==> config.mk <==
export PLATFORM = sky130hd
export DESIGN_NAME = hkst_ram
export DESIGN_NICKNAME = d
export VERILOG_FILES = /design/src/hw/rtl/hashed_key_sorted_table_assert.svh /design/src/hw/rtl/hkst_ram.sv
export SDC_FILE = /design/constraint.sdc
export NUM_CORES = 2
export LEC_CHECK = 0
export BUFFER_PORTS_ARGS = -buffer_cell sky130_fd_sc_hd__buf_2
export CAP_MARGIN = 20
export CORE_UTILIZATION = 30
export DETAILED_ROUTE_END_ITERATION = 12
export PLACE_DENSITY = 0.44
export SYNTH_ARGS = -nofsm -noshare
export SYNTH_HDL_FRONTEND = slang
export SYNTH_SLANG_ARGS = --single-unit
==> constraint.sdc <==
create_clock -name clk -period 3.4 [get_ports clk]
set_clock_uncertainty 0.15 [all_clocks]
set_input_delay 0.17 -clock clk [delete_from_list [all_inputs] [get_ports clk]]
set_output_delay 0.17 -clock clk [all_outputs]
set_load 0.02 [all_outputs]
==> src/hw/rtl/hashed_key_sorted_table_assert.svh <==
// Assertion macros for the RTL of the keyed sorted table.
// Each macro takes a label, an antecedent, a consequent and a message.
`ifndef HASHED_KEY_SORTED_TABLE_ASSERT_SVH
`define HASHED_KEY_SORTED_TABLE_ASSERT_SVH
`ifndef SYNTH
`define HKST_ASSERT_SAME(lbl, ante, cons, msg) \
  lbl: assert property (@(posedge clk) disable iff (!rst_n) (ante) |-> (cons)) \
    else $error(msg);
`define HKST_ASSERT_NEXT(lbl, ante, cons, msg) \
  lbl: assert property (@(posedge clk) disable iff (!rst_n) (ante) |=> (cons)) \
    else $error(msg);
`else
`define HKST_ASSERT_SAME(lbl, ante, cons, msg)
`define HKST_ASSERT_NEXT(lbl, ante, cons, msg)
`endif
`endif

==> src/hw/rtl/hkst_ram.sv <==
`timescale 1ns / 1ps
module hkst_ram #(
  parameter int WIDTH = 32,
  parameter int DEPTH = 64
) (
  input  logic                     clk,
  input  logic                     we,
  input  logic [$clog2(DEPTH)-1:0] waddr,
  input  logic [WIDTH-1:0]         wdata,
  input  logic                     re,
  input  logic [$clog2(DEPTH)-1:0] raddr,
  output logic [WIDTH-1:0]         rdata
);

  logic [WIDTH-1:0] mem_r [DEPTH];
  logic [WIDTH-1:0] rdata_r;

  // write one word, register one read word
  always_ff @(posedge clk) begin
    if (we) begin
      mem_r[waddr] <= wdata;
    end
    if (re) begin
      rdata_r <= mem_r[raddr];
    end
  end

  assign rdata = rdata_r;

endmodule

==> summary.md <==
| Metric | Value |
|---|---|
| DR WL/cell | 30.9 um |
| Top_reg_cell synth | edfxtp_1 |
| Syn_area_per_cell | 23.7 um^2 |
| Number of setup buffers added after CTS | 0 |
| RSZ-0062 raised after global routing | no |
| Core ar. | 0.260 mm^2 |
| Drt first pass iters | 5 |
| Final min period | 3330 ps |
| Max-cap violation count | 0 |
| Num ports | 79 |
| Dpl ws | -278 ps |
| Slew margin rel. | 29.0% |
| CTS max path bufs | 3 |
| Initial Util | 30.3% |
| DRC | 0 |
| Vias in the first global route | 38900 |
| Die area | 0.265 mm^2 |
| Mapped Area | 0.0788 mm^2 |
| Die Wd | 515 um |
| Critical path required time | 3810 ps |
| Number of synthesized flops with an enable pin | 2080 |
| Met1 WL | 101000 um |
| Leak pwr | 29.0 nW |
| Critical path peak fanout | 44 |
| Num CTS Buffers | 223 |
| Worst-path clk slew | 60 ps |
| Max layer used | met5 |
| Number of port buffers | 78 |
| Routed vias/inst | 5.01 |
| #FFs+latches synth | 2080 |
| Final worst slack | 73.1 ps |
| Placed Cells incl. Taps | 6978 |
| Layout cell share with drive strength beyond 1 | 32.0% |
| Power per cell area | 580 mW/mm^2 |
| Total grt overflow | 0 |
| Biggest area consumer among synthesized cells | edfxtp_1 |
| Final core occ | 36.0% |
| Sink Count | 2080 |
| Initial antenna violation count | 24 |
| CTS tree | built |
| Final Cell Area | 0.0938 mm^2 |
| Fin. Hold Viols | 0 |
| Filler cell count | 23800 |
| Post-synth top cells | edfxtp_1, mux4_2, nor2_1, mux2i_1, o22ai_1 |
| Routed vias | 37400 |
| Pin count of the biggest net entering global routing | 65 |
| CP arrival | 3730 ps |
| Net count after synthesis | 3371 |
| Measured slew at the worst slew-check pin | 1060 ps |
| Met2 WL | 112000 um |
| Die Ht | 515 um |
| Worst Hold Class | input port to flip-flop |
| Root buf cell | clkbuf_16 |
| Non-Filler Instances | 7458 |
| Hpwl dp | 133000 um |
| Clock latency on the worst-skew pair | 860 ps |
| Synth Instances | 3324 |
| Hold slack | 86.1 ps |
| Most frequent cell after synthesis | edfxtp_1 |
| Top post-synthesis cells by area | edfxtp_1, mux4_2, mux2i_1 |
| Count of final max-slew check failures | 0 |
| FFs w/ async S/R, synth | 0% |
| Remaining antenna violation count after routing | 0 |
| Status | complete, no violations |
| Final WL | 230000 um |
| Design Power | 54.4 mW |
| Drt first-iter violations | 3729 |
| Met3 wire len | 11200 um |
| Global-route usage over all layers | 17.4% |
| Critical path type | input port to flip-flop |
| Tcrit/Tclk final | 97.8% |
| Nets | 3812 |
| First-pass GRT wire length | 320000 um |
| Sequential share of the synthesized area | 79.2% |
| Placer Congestion | 0.739 |
| Max VDD drop | 0.535 mV |
| Final TNS setup | 0 ps |
| Crit end category | flip-flop |
| YS warnings | 0 |
| Syn-to-layout area delta | 19.0% |
| Fmax | 0.301 GHz |
| Row Count | 187 |
| Finish-stage setup viols | 0 |
| Dpl cell area | 0.0862 mm^2 |
| CP startpoint kind | input port |
| Htree depth | 4 |
| Yosys top cell area share | 79.2% |
| Synth cell types | 33 |
## worst paths after layout
path | startpoint | end | slack [ps] | cells after the start
max | raddr[1] | rdata[3]$_DFFE_PP_ | 70 | 9
min | wdata[26] | mem_r[13][26]$_DFFE_PP_ | 90 | 2
min reg2reg | mem_r[29][20]$_DFFE_PP_ | rdata[20]$_DFFE_PP_ | 670 | 4
max reg2reg | mem_r[40][3]$_DFFE_PP_ | rdata[3]$_DFFE_PP_ | 660 | 4
## layout by cell type (no fill, tap or decap), types with 48 or more instances in the layout
cell / synthesis / final
buf_4: 25 / 184
clkinv_1: 0 / 68
mux2i_1: 93 / 93
buf_2: 57 / 73
buf_12: 0 / 93
nor2_1: 137 / 75
edfxtp_1: 2080 / 2080
mux4_2: 544 / 544
clkbuf_1: 74 / 48
a21oi_1: 62 / 62
clkbuf_16: 0 / 227
nor2_4: 0 / 62
o22ai_1: 84 / 84
## flip-flops by register name (all words and copies together) (netlist names)
register,count
mem_r,2048
rdata,32
## layout make-up
type / count / area, um^2 / share of cell area (%)
antenna: 7 / 17.5 / 0.0187
clock buffer: 275 / 5860 / 6.25
clock inverter: 140 / 1010 / 1.07
multi-input combinational: 1062 / 16000 / 17.0
sequential: 2080 / 62500 / 66.6
tap: 3496 / 4370 / 4.66
timing repair buffer: 398 / 4110 / 4.38
## logic make-up after synthesis
logic type | synth area share, %
flops | 79.2
compound gates | 1.67
simple gates | 1.26
buf+inv | 1.12
mux | 16.7
## critical path, cell delays in order
cell	delay, ps
dlygate4sd3_1	560
buf_8	260
buf_12	280
buf_12	310
buf_4	260
mux4_2	330
mux4_2	470
o22ai_1	790
nor2_1	110
## metal layers
metal | global-route usage [%] | vias to the layer above
li1 | - | 15200
met1 | 23.7 | 20800
met2 | 28.6 | 993
met3 | 2.94 | 296
met4 | 5.07 | 12
met5 | 0 | -
## where the power goes
group          total, mW  internal (mW)  switching, mW  leakage [nW]
registers           28.6           28.4          0.128          18.7
logic               2.86           1.12           1.74          6.90
clock network       23.0           13.0           9.98          3.37
## repair_timing
| item | CTS | global route |
|---|---|---|
| hold endpoints to repair | 1955 | 0 |
| setup endpoints to repair | 0 | 0 |
| gates resized for setup | 0 | 0 |
| hold buffers | 44 | 0 |
Power figures use the tool's default switching activity.
